`src/design/dfir2_pkg.sv`:
```
// ----------------------------------------------------------------------------
// dfir2_pkg
// Shared widths, register index codes and types of the decimating FIR unit.
// ----------------------------------------------------------------------------
package dfir2_pkg;

   localparam int SAMPLE_W    = 16;
   localparam int COEF_W      = 16;
   localparam int PROD_W      = SAMPLE_W + COEF_W;
   localparam int ACC_W       = 35;
   localparam int TAP_COUNT_W = 4;
   localparam int COEF_REG_W  = 64;
   localparam int CSR_IDX_W   = 2;
   localparam int CSR_DATA_W  = 64;

   // configuration register indexes
   localparam logic [CSR_IDX_W-1:0] CSR_TAP_COUNT   = 2'd0;
   localparam logic [CSR_IDX_W-1:0] CSR_COEF_TAPS_LO = 2'd1;
   localparam logic [CSR_IDX_W-1:0] CSR_COEF_TAPS_HI = 2'd2;

   typedef logic signed [SAMPLE_W-1:0] sample_type;
   typedef logic signed [COEF_W-1:0]   coef_type;
   typedef logic signed [PROD_W-1:0]   prod_type;
   typedef logic signed [ACC_W-1:0]    acc_type;

   // control that travels with one operand pair into the MAC
   typedef struct packed {
      logic valid;
      logic first;
      logic last;
   } mac_ctl_type;

endpackage

```
`src/design/dfir2_if.sv`:
```
// ----------------------------------------------------------------------------
// dfir2 channel interfaces
// Valid/ready channels for samples, filtered results and register writes.
// ----------------------------------------------------------------------------
interface dfir2_req_if;
   logic                 valid;
   logic                 ready;
   dfir2_pkg::sample_type sample;
   logic                 last_in;
   modport source (output valid, output sample, output last_in, input ready);
   modport sink   (input valid, input sample, input last_in, output ready);
endinterface

interface dfir2_rsp_if;
   logic               valid;
   logic               ready;
   dfir2_pkg::acc_type filtered_value;
   logic               last_out;
   modport source (output valid, output filtered_value, output last_out, input ready);
   modport sink   (input valid, input filtered_value, input last_out, output ready);
endinterface

interface dfir2_csr_if;
   logic                                valid;
   logic                                ready;
   logic [dfir2_pkg::CSR_IDX_W-1:0]     index;
   logic [dfir2_pkg::CSR_DATA_W-1:0]    data;
   modport source (output valid, output index, output data, input ready);
   modport sink   (input valid, input index, input data, output ready);
endinterface

```
`src/design/dfir2_mac.sv`:
```
// ----------------------------------------------------------------------------
// dfir2_mac
// Shared two-stage multiply-accumulate unit: register the product, then add.
// ----------------------------------------------------------------------------
module dfir2_mac (
   input  logic                   clock,
   input  logic                   reset,
   input  dfir2_pkg::mac_ctl_type ctl,
   input  dfir2_pkg::coef_type    coef,
   input  dfir2_pkg::sample_type  smp,
   output dfir2_pkg::acc_type     acc,
   output logic                   done
);

   dfir2_pkg::prod_type    prod_ff;
   dfir2_pkg::mac_ctl_type pctl_ff;
   dfir2_pkg::acc_type     acc_ff;
   dfir2_pkg::acc_type     acc_in;
   dfir2_pkg::acc_type     prod_ext;
   logic                   done_ff;

   // multiply stage
   always_ff @(posedge clock) begin
      prod_ff <= coef * smp;
      if (reset) begin
         pctl_ff <= '0;
      end else begin
         pctl_ff <= ctl;
      end
   end

   // accumulate stage: first product restarts the sum
   assign prod_ext = dfir2_pkg::acc_type'(prod_ff);

   always_comb begin
      acc_in = acc_ff;
      if (pctl_ff.valid) begin
         acc_in = pctl_ff.first ? prod_ext : acc_ff + prod_ext;
      end
   end

   always_ff @(posedge clock) begin
      acc_ff <= acc_in;
      if (reset) begin
         done_ff <= 1'b0;
      end else begin
         done_ff <= pctl_ff.valid && pctl_ff.last;
      end
   end

   assign acc  = acc_ff;
   assign done = done_ff;

endmodule

```
`src/design/decimating_fir_by_two_unit.sv`:
```
// ----------------------------------------------------------------------------
// decimating_fir_by_two_unit
// Vector FIR filter with decimation by two and tail flush on the last sample.
// ----------------------------------------------------------------------------
// A sample is taken only while the unit is idle. An even-position sample
// yields one result; the last sample of a vector also yields the tail results
// (zeros assumed after it), and history and phase then clear. Each result
// runs the taps it needs through one shared multiplier-accumulator, one tap a
// cycle: a result at offset d issues taps d up to the tap count less one, then
// passes the MAC's product and accumulate registers and is loaded into the
// output register. An odd-position sample that is not last yields no result
// and leaves the unit idle. The output register lets the unit take the next
// sample while a result still waits downstream. Coefficients reset to zero and
// the tap count to one.
module decimating_fir_by_two_unit #(
   parameter int MAX_TAPS = 8
) (
   input  logic      clock,
   input  logic      reset,
   dfir2_req_if.sink   req_chan,
   dfir2_rsp_if.source rsp_chan,
   dfir2_csr_if.sink   csr_chan
);

   localparam int IW = (MAX_TAPS > 1) ? $clog2(MAX_TAPS) : 1;
   localparam int LW = $clog2(MAX_TAPS + 1);
   localparam int CW = LW + 1;

   localparam logic [1:0] ST_IDLE = 2'd0;
   localparam logic [1:0] ST_MAC  = 2'd1;
   localparam logic [1:0] ST_WAIT = 2'd2;
   localparam logic [1:0] ST_OUT  = 2'd3;

   logic [1:0]                              state_ff, state_in;
   logic [dfir2_pkg::TAP_COUNT_W-1:0]       tap_count_ff;
   logic [dfir2_pkg::COEF_REG_W-1:0]        coef_lo_ff, coef_hi_ff;
   logic [2*dfir2_pkg::COEF_REG_W-1:0]      coef_all;
   dfir2_pkg::coef_type                     tap_arr [MAX_TAPS];
   dfir2_pkg::sample_type                   win_ff [MAX_TAPS];
   dfir2_pkg::sample_type                   hist_ff [MAX_TAPS-1];
   logic                                    parity_ff;
   logic                                    last_ff;
   logic [IW-1:0]                           d_ff, j_ff;
   logic [LW-1:0]                           len;
   logic                                    req_fire;
   logic                                    more_tail;
   logic                                    j_at_end;
   logic                                    out_free;
   dfir2_pkg::mac_ctl_type                  mac_ctl;
   dfir2_pkg::acc_type                      mac_acc;
   logic                                    mac_done;
   logic                                    rsp_valid_ff;
   dfir2_pkg::acc_type                      rsp_value_ff;
   logic                                    rsp_last_ff;

   // configuration registers
   assign csr_chan.ready = 1'b1;

   always_ff @(posedge clock) begin
      if (reset) begin
         tap_count_ff <= dfir2_pkg::TAP_COUNT_W'(1);
         coef_lo_ff   <= '0;
         coef_hi_ff   <= '0;
      end else if (csr_chan.valid) begin
         unique case (csr_chan.index)
            dfir2_pkg::CSR_TAP_COUNT: begin
               tap_count_ff <= csr_chan.data[dfir2_pkg::TAP_COUNT_W-1:0];
            end
            dfir2_pkg::CSR_COEF_TAPS_LO: begin
               coef_lo_ff <= csr_chan.data;
            end
            dfir2_pkg::CSR_COEF_TAPS_HI: begin
               coef_hi_ff <= csr_chan.data;
            end
            default: begin
            end
         endcase
      end
   end

   // tap table and clamped tap count
   assign coef_all = {coef_hi_ff, coef_lo_ff};

   for (genvar k = 0; k < MAX_TAPS; k++) begin : g_tap
      assign tap_arr[k] = coef_all[k*dfir2_pkg::COEF_W +: dfir2_pkg::COEF_W];
   end

   always_comb begin
      if (tap_count_ff == '0) begin
         len = LW'(1);
      end else if (tap_count_ff > dfir2_pkg::TAP_COUNT_W'(MAX_TAPS)) begin
         len = LW'(MAX_TAPS);
      end else begin
         len = tap_count_ff[LW-1:0];
      end
   end

   assign req_fire  = req_chan.valid && req_chan.ready;
   assign req_chan.ready = (state_ff == ST_IDLE);
   assign j_at_end  = (LW'(j_ff) == len - LW'(1));
   assign more_tail = last_ff && (CW'(d_ff) + CW'(3) <= CW'(len));
   assign out_free  = !rsp_valid_ff || rsp_chan.ready;

   // sequencer
   always_comb begin
      state_in = state_ff;
      unique case (state_ff)
         ST_IDLE: begin
            if (req_fire && (!parity_ff || (req_chan.last_in && len >= LW'(2)))) begin
               state_in = ST_MAC;
            end
         end
         ST_MAC: begin
            if (j_at_end) begin
               state_in = ST_WAIT;
            end
         end
         ST_WAIT: begin
            if (mac_done) begin
               state_in = ST_OUT;
            end
         end
         ST_OUT: begin
            if (out_free) begin
               state_in = more_tail ? ST_MAC : ST_IDLE;
            end
         end
         default: begin
            state_in = ST_IDLE;
         end
      endcase
   end

   always_ff @(posedge clock) begin
      if (reset) begin
         state_ff <= ST_IDLE;
      end else begin
         state_ff <= state_in;
      end
   end

   // capture window, advance or clear history and phase
   always_ff @(posedge clock) begin
      if (reset) begin
         parity_ff <= 1'b0;
         for (int k = 0; k < MAX_TAPS - 1; k++) begin
            hist_ff[k] <= '0;
         end
      end else if (req_fire) begin
         if (req_chan.last_in) begin
            parity_ff <= 1'b0;
            for (int k = 0; k < MAX_TAPS - 1; k++) begin
               hist_ff[k] <= '0;
            end
         end else begin
            parity_ff  <= !parity_ff;
            hist_ff[0] <= req_chan.sample;
            for (int k = 1; k < MAX_TAPS - 1; k++) begin
               hist_ff[k] <= hist_ff[k-1];
            end
         end
      end
   end

   always_ff @(posedge clock) begin
      if (req_fire) begin
         win_ff[0] <= req_chan.sample;
         for (int k = 1; k < MAX_TAPS; k++) begin
            win_ff[k] <= hist_ff[k-1];
         end
         last_ff <= req_chan.last_in;
         d_ff    <= IW'(parity_ff);
         j_ff    <= IW'(parity_ff);
      end else if (state_ff == ST_MAC) begin
         j_ff <= j_ff + IW'(1);
      end else if (state_ff == ST_OUT && out_free && more_tail) begin
         d_ff <= d_ff + IW'(2);
         j_ff <= d_ff + IW'(2);
      end
   end

   // issue one tap a cycle to the shared MAC
   assign mac_ctl.valid = (state_ff == ST_MAC);
   assign mac_ctl.first = (j_ff == d_ff);
   assign mac_ctl.last  = j_at_end;

   dfir2_mac u_mac (
      .clock (clock),
      .reset (reset),
      .ctl   (mac_ctl),
      .coef  (tap_arr[j_ff]),
      .smp   (win_ff[j_ff - d_ff]),
      .acc   (mac_acc),
      .done  (mac_done)
   );

   // output register
   always_ff @(posedge clock) begin
      if (reset) begin
         rsp_valid_ff <= 1'b0;
      end else if (state_ff == ST_OUT && out_free) begin
         rsp_valid_ff <= 1'b1;
      end else if (rsp_chan.ready) begin
         rsp_valid_ff <= 1'b0;
      end
   end

   always_ff @(posedge clock) begin
      if (state_ff == ST_OUT && out_free) begin
         rsp_value_ff <= mac_acc;
         rsp_last_ff  <= last_ff && !more_tail;
      end
   end

   assign rsp_chan.valid          = rsp_valid_ff;
   assign rsp_chan.filtered_value = rsp_value_ff;
   assign rsp_chan.last_out       = rsp_last_ff;

`ifndef NO_ASSERTIONS
   a_done_in_wait: assert property (@(posedge clock) disable iff (reset)
      mac_done |-> state_ff == ST_WAIT)
      else $error("MAC result arrived outside the wait state");

   a_odd_no_result: assert property (@(posedge clock) disable iff (reset)
      (req_fire && parity_ff && !req_chan.last_in) |=> state_ff == ST_IDLE)
      else $error("odd sample started a result");

   a_last_clears: assert property (@(posedge clock) disable iff (reset)
      (req_fire && req_chan.last_in) |=> !parity_ff)
      else $error("phase not cleared after last sample");

   a_load_free: assert property (@(posedge clock) disable iff (reset)
      (state_ff == ST_OUT && out_free) |=> rsp_valid_ff)
      else $error("result load did not present an item");
`endif

endmodule

```
`src/flat_wrapper.sv`:
```
// flat-port wrapper written by rule: the top's interface ports become plain ports
module decimating_fir_by_two_unit_flat 
#(
   parameter int MAX_TAPS = 8
)
  (clock, reset, req_chan_valid, req_chan_sample, req_chan_last_in, req_chan_ready, rsp_chan_valid, rsp_chan_filtered_value, rsp_chan_last_out, rsp_chan_ready, csr_chan_valid, csr_chan_index, csr_chan_data, csr_chan_ready);
  dfir2_req_if req_chan_i ();
  dfir2_rsp_if rsp_chan_i ();
  dfir2_csr_if csr_chan_i ();
  input  logic clock;
  input  logic reset;
  input wire logic [$bits(req_chan_i.valid)-1:0] req_chan_valid;
  input wire logic [$bits(req_chan_i.sample)-1:0] req_chan_sample;
  input wire logic [$bits(req_chan_i.last_in)-1:0] req_chan_last_in;
  output wire logic [$bits(req_chan_i.ready)-1:0] req_chan_ready;
  output wire logic [$bits(rsp_chan_i.valid)-1:0] rsp_chan_valid;
  output wire logic [$bits(rsp_chan_i.filtered_value)-1:0] rsp_chan_filtered_value;
  output wire logic [$bits(rsp_chan_i.last_out)-1:0] rsp_chan_last_out;
  input wire logic [$bits(rsp_chan_i.ready)-1:0] rsp_chan_ready;
  input wire logic [$bits(csr_chan_i.valid)-1:0] csr_chan_valid;
  input wire logic [$bits(csr_chan_i.index)-1:0] csr_chan_index;
  input wire logic [$bits(csr_chan_i.data)-1:0] csr_chan_data;
  output wire logic [$bits(csr_chan_i.ready)-1:0] csr_chan_ready;
  assign req_chan_i.valid = req_chan_valid;
  assign req_chan_i.sample = req_chan_sample;
  assign req_chan_i.last_in = req_chan_last_in;
  assign req_chan_ready = req_chan_i.ready;
  assign rsp_chan_valid = rsp_chan_i.valid;
  assign rsp_chan_filtered_value = rsp_chan_i.filtered_value;
  assign rsp_chan_last_out = rsp_chan_i.last_out;
  assign rsp_chan_i.ready = rsp_chan_ready;
  assign csr_chan_i.valid = csr_chan_valid;
  assign csr_chan_i.index = csr_chan_index;
  assign csr_chan_i.data = csr_chan_data;
  assign csr_chan_ready = csr_chan_i.ready;
  decimating_fir_by_two_unit #(.MAX_TAPS(MAX_TAPS)) u_core (.clock(clock), .reset(reset), .req_chan(req_chan_i), .rsp_chan(rsp_chan_i), .csr_chan(csr_chan_i));
endmodule
```
`config.mk`:
```
export PLATFORM = sky130hd
export DESIGN_NAME = decimating_fir_by_two_unit_flat
export DESIGN_NICKNAME = d
export VERILOG_FILES = /design/src/design/dfir2_pkg.sv /design/src/design/dfir2_if.sv /design/src/design/dfir2_mac.sv /design/src/design/decimating_fir_by_two_unit.sv /design/src/flat_wrapper.sv
export SDC_FILE = /design/constraint.sdc
export NUM_CORES = 2
export LEC_CHECK = 0
export ABC_AREA = 1
export BUFFER_PORTS_ARGS = -buffer_cell sky130_fd_sc_hd__buf_2
export CORE_MARGIN = 2
export CORE_UTILIZATION = 34
export DETAILED_ROUTE_END_ITERATION = 6
export PLACE_DENSITY_LB_ADDON = 0.08
export SKIP_LAST_GASP = 1
export SLEW_MARGIN = 25
export SYNTH_ARGS = -nofsm -noshare
export SYNTH_HDL_FRONTEND = slang
export SYNTH_SLANG_ARGS = --single-unit
```
`constraint.sdc`:
```
create_clock -name clock -period 13.9 [get_ports clock]
set_input_delay 2.78 -clock clock [delete_from_list [all_inputs] [get_ports clock]]
set_output_delay 2.78 -clock clock [all_outputs]
set_load 0.1 [all_outputs]
```
# Word level (Yosys, flattened, before mapping)
# Memories as Yosys holds them, arrays and structs flattened.
# Index checks and enable logic that the tools add are counted.
# word_totals
register_bits	250
memories	2
ram_bits	240
in_bits	88
elab_cells	133
# classes
mul	1
reduce_logical	26
eq_ne	12
muxes	47
bitwise_logic	16
n_lt_le_gt_ge	4
addsub	6
# mem_list
name	words	word_bits	read_ports	rd_ports_with_merged_regs	write_ports	line_no	source
u_core.win_ff	8	16	1	0	8	decimating_fir_by_two_unit.sv:39	dfir2_pkg::sample_type win_ff [MAX_TAPS];
u_core.hist_ff	7	16	7	0	7	decimating_fir_by_two_unit.sv:40	dfir2_pkg::sample_type hist_ff [MAX_TAPS-1];
# ops
operator	n
2-to-1 mux 16 bit	16
binary-select mux 16 bit (select 3 bit)	1
adder 35 x 32 -> 35 bit	1
2-to-1 mux 35 bit	1
multiplier 16 x 16 -> 32 bit	1
2-to-1 mux 1 bit	20
OR 1 bit	14
AND reduction 2 bit	5
logical AND 1 bit	8
2-to-1 mux 2 bit	4
2-to-1 mux 4 bit	2
one-hot mux 2 bit (4 select lines)	1
equality test 2 bit (second input constant)	3
2-to-1 mux 3 bit	2
inequality test 2 x 1 -> 1 bit (second input constant)	3
nonzero test 2 bit	3
less-or-equal comparator 5 x 4 -> 1 bit	1
adder 3 x 2 -> 4 bit (second input constant)	1
equality test 2 x 1 -> 1 bit (second input constant)	2
equality test 3 x 4 -> 1 bit	1
>= comparator 4 x 2 -> 1 bit (second input constant)	1
>= comparator 4 bit (second input constant)	1
greater-than comparator 4 bit (second input constant)	1
logical NOT 2 bit	2
other kinds (13)	17

# Depth between registers and ports, before layout
# logic_depth
depth_word	9
mapped_depth	40

# Cells and area by module
# Synthesis repeated with hierarchy kept, for this count alone.
# hier_totals
cells_unflattened	3751
area_unflattened_um2	31915.6
# by_module_without_submodules
module	area_per_inst_um2	cells_per_inst	n_inst
decimating_fir_by_two_unit	16708.5	1716	1
dfir2_mac	15207.1	2035	1

# Worst setup path after synthesis
# OpenSTA, ideal clock, no wires.
# synth_path
path_kind	reg2reg
from	register u_core.j_ff[0]
to	register u_core.u_mac.prod_ff[28]
required_ps	13787
t_arrival_ps	7282
synth_period_minus_slack_ps	7394
setup_ps	113
stages_incl_launch_ff	31
setup_slack_ps	6506
cell_sequence	edfxtp_1 inv_1 buf_2 buf_2 ha_1 inv_1 fa_1 clkbuf_2 inv_1 buf_2 buf_2 nor2_1 o21ai_0 a31oi_1 nand2_1 inv_1 fa_1 fa_1 fa_1 fa_1 fa_1 inv_1 fa_1 inv_1 ha_1 nand2_1 nor2_1 nand2_1 or2_2 nand4_1 nand2_1
# synth_via
elab_chain_len	5
elab_cells_between_ends	7
# synth_lines
item	line_no	source
start: declaration	decimating_fir_by_two_unit.sv:43	logic [IW-1:0] d_ff, j_ff;
start signal: assignment	decimating_fir_by_two_unit.sv:173	j_ff <= IW'(parity_ff);
start signal: assignment	decimating_fir_by_two_unit.sv:175	j_ff <= j_ff + IW'(1);
start signal: assignment	decimating_fir_by_two_unit.sv:178	j_ff <= d_ff + IW'(2);
branches (longest 4 deep; another with memory (8 x 16 bit))	-	
multiplier 16 x 16 -> 32 bit *	dfir2_mac.sv:24	prod_ff <= coef * smp;
end signal: assignment	dfir2_mac.sv:24	
end: declaration	dfir2_mac.sv:15	dfir2_pkg::prod_type prod_ff;
# Every way passes the cells marked *. The select of a mux whose other input is x is not followed.
# A chain may end at the register's enable or synchronous reset.

# Final worst setup path
# layout_path
from	register u_core.j_ff[1]
to	register u_core.u_mac.prod_ff[29]
# The elaborated chain is that of the path after synthesis.

==> results.cfg <==
[run_status]
status = complete, no violations

[timing]
fin_worst_skew_ns = 0.0278
finalHoldViolCount = 0
timing.final.ws_setup_ns = 5.14
finalCriticalPeriod_ns = 8.76
rsz0062_at_grt = false
relSlewSlack = 0.357
slew_violations = 0
finalSetupViolations = 0
tightest_slew_ns = 0.965
fmax_mhz = 114
fin_tns_setup_ns = 0
min_period_over_period = 0.630

[cts]
clock-sinks = 490
post-cts-setup-buffers = 0
numCtsBuffers = 57
clock_latency_ns = 0.64
clk_pin_slew_ns = 0.06
cts_buffer_depth = 3
cts.htree.levels = 2
cts_tree = built
cts_hold_buffers = 0
cts_root_buf = clkbuf_16
cts_resized = 0

[die]
ios = 127
die_w_um = 308
fp.coreArea_um2 = 91700
rows = 111
initial_core_util = 0.343
die_area_um2 = 94800
die_h_um = 308

[critical_path]
cp.required_ns = 14.43
reg2reg_depth = 25
r2r-end = u_core.u_mac.prod_ff[29]
cp-end-kind = flop
path_class = flop to flop
r2r_slack_ns = 5.14
rr_startpoint = u_core.j_ff[1]
worst_ep_arrival_time_ns = 9.29
cp_max_fo = 52
crit_path_start_kind = flop
setup.worst_path.start = u_core.j_ff[1]
setup.worst_path.end = u_core.u_mac.prod_ff[29]

[detailed_routing]
ant_nets = 0
routed_via_density = 4.74
wirelength_um = 91400
dr.pass1.iters = 5
wl_per_cell_um = 18.6
vias = 23400
drc = 0
drtIter0Drc = 1464

[final_layout]
syn_to_final_growth_pct = 11.7
diodes = 0
fin_cells = 4923
drive_gt1_frac = 0.0771
fillers = 9561
nets = 4176

[synth]
yosysUniqueCellTypes = 42
synthArstFlopShare = 0
synthTopCellsByArea = edfxtp_1 28%, fa_1 17%, dfxtp_1 12%, nand2_1 8.8%, nor2_1 7.5%
syn_avg_cell_area_um2 = 8.72
yosysWarnings = 0
synthesis.area_um2 = 31400
syn_inst = 3603
ys_ff_latch = 490
ys.flop_type = edfxtp_1
seq_area_frac_synth = 0.407
syn_nets = 4087
synth_edf_count = 298
netlist.area_leader.share = 0.285
yosysTopAreaCell = edfxtp_1

[placement]
io_buffer_count = 125
post-place-cells = 4817
dp_slack_ns = 5.25
place.gp.congestion = 0.896
hpwl_um = 65600

[grt]
grt_pass1_wl_um = 144000
grt.overflow.total = 0
grt_max_degree = 112
gr-usage-all-layers = 0.197
antenna_found_initial = 1
grt_pass1_vias = 24500

[min_path]
worst_hold_path.num_cells = 0
hp-class = flop to flop

[run]
maxCapViolCount = 0
[final cells by class]
cell class	instances	area [um2]	share of cell area
well taps	1186	1480	0.0423
repair buffers	160	921	0.0262
clock inverters	22	195	0.00556
multi-input cells	2396	15900	0.454
inverters	587	2210	0.0630
flip-flops and latches	490	12800	0.365
clock buffers	82	1570	0.0447
[cell usage after synthesis (4+ instances only)]
| cell type | instances |
|---|---|
| xnor2_1 | 19 |
| nand4_1 | 15 |
| inv_2 | 9 |
| a31oi_1 | 4 |
| o21ai_2 | 4 |
| clkinv_1 | 7 |
| clkbuf_1 | 86 |
| buf_4 | 11 |
| dfxtp_1 | 192 |
| inv_1 | 571 |
| o21bai_1 | 13 |
| nor2_1 | 627 |
| nand3b_1 | 10 |
| o21ai_1 | 4 |
| xor2_1 | 26 |
| a21o_1 | 4 |
| a21oi_1 | 146 |
| edfxtp_1 | 298 |
| nand3_1 | 70 |
| o22ai_1 | 14 |
| nand2_1 | 736 |
| a32o_1 | 46 |
| nor3_1 | 15 |
| buf_1 | 8 |
| fa_1 | 264 |
| ha_1 | 132 |
| or2_2 | 10 |
| o21ai_0 | 218 |
| buf_2 | 24 |
[worst min-delay path by stage]
stage,startpoint,to,slack (ns)
finish,u_core.hist_ff[6][0],u_core.win_ff[7][0],0.41
floorplan,u_core.u_mac.pctl_ff[0],u_core.u_mac.done,0.40
CTS,u_core.hist_ff[6][1],u_core.win_ff[7][1],0.42
global placement,u_core.hist_ff[6][14],u_core.win_ff[7][14],0.40
global route,u_core.hist_ff[6][14],u_core.win_ff[7][14],0.42
detailed placement,u_core.hist_ff[6][1],u_core.win_ff[7][1],0.40
[cells by family (layout without fill, tap and decap cells)]
logic type,after synthesis,after routing,synth area share
simple gates,1490,1490,0.185
compound gates,462,462,0.0848
fa+ha+maj,396,396,0.221
other cells,1,1,0.000119
buf+inv,717,851,0.0880
xor+xnor,47,47,0.0136
flops,490,490,0.407
[cell usage in the layout (no fill, tap or decap), types with 19 or more instances in the layout]
cell / Yosys / layout
a21oi_1: 146 / 146
o21ai_0: 218 / 216
inv_1: 571 / 568
clkbuf_1: 86 / 20
clkbuf_16: 0 / 57
fa_1: 264 / 264
buf_4: 11 / 33
nand3_1: 70 / 70
xnor2_1: 19 / 19
xor2_1: 26 / 26
nand2_1: 736 / 732
dfxtp_1: 192 / 191
a32o_1: 46 / 46
buf_2: 24 / 125
ha_1: 132 / 131
nor2_1: 627 / 623
edfxtp_1: 298 / 298
[registers in the layout, summed over array words and instances (netlist names), 4 cells and up]
| name | count |
|---|---|
| u_core.tap_count_ff | 4 |
| u_core.u_mac.prod_ff | 32 |
| u_core.u_mac.acc | 35 |
| u_core.win_ff | 128 |
| u_core.coef_hi_ff | 64 |
| u_core.hist_ff | 112 |
| u_core.coef_lo_ff | 64 |
| u_core.rsp_chan.filtered_value | 35 |
[stage by stage]
stage,hold WS (ns),util,cell area [um2]
floorplan,0.395,-,31400
global placement,0.401,0.363,33300
detailed placement,0.405,0.363,33300
CTS,0.419,0.382,35000
global route,0.424,0.383,35100
finish,0.410,0.383,35100
[metal layers]
| metal | share of wire | routed length [um] | global-route usage |
|---|---|---|---|
| met1 | 0.47 | 42700 | 0.267 |
| met5 | 0 | 0 | 0 |
| met3 | 0.040 | 3660 | 0.0258 |
| met2 | 0.46 | 42300 | 0.329 |
| met4 | 0.029 | 2670 | 0.0599 |
[critical path: stages (launching register included)]
cell and delay (ns):
dfxtp_1 0.74, fa_1 0.67, inv_2 0.15, buf_4 0.55, a32o_1 0.31, inv_1 0.06
o21ai_2 0.74, inv_1 0.27, nand2_1 0.15, fa_1 0.42, inv_1 0.11, fa_1 0.63
fa_1 0.57, inv_1 0.05, fa_1 0.52, inv_1 0.05, fa_1 0.50, fa_1 0.44
ha_1 0.46, nand2_1 0.14, nor2_1 0.18, nand2_1 0.09, nor3_1 0.20, o21ai_0 0.19
nand3_1 0.15, xor2_1 0.26
Power is not shown: default switching activity piles up to over one toggle a cycle in this logic, so the estimate is an artifact.
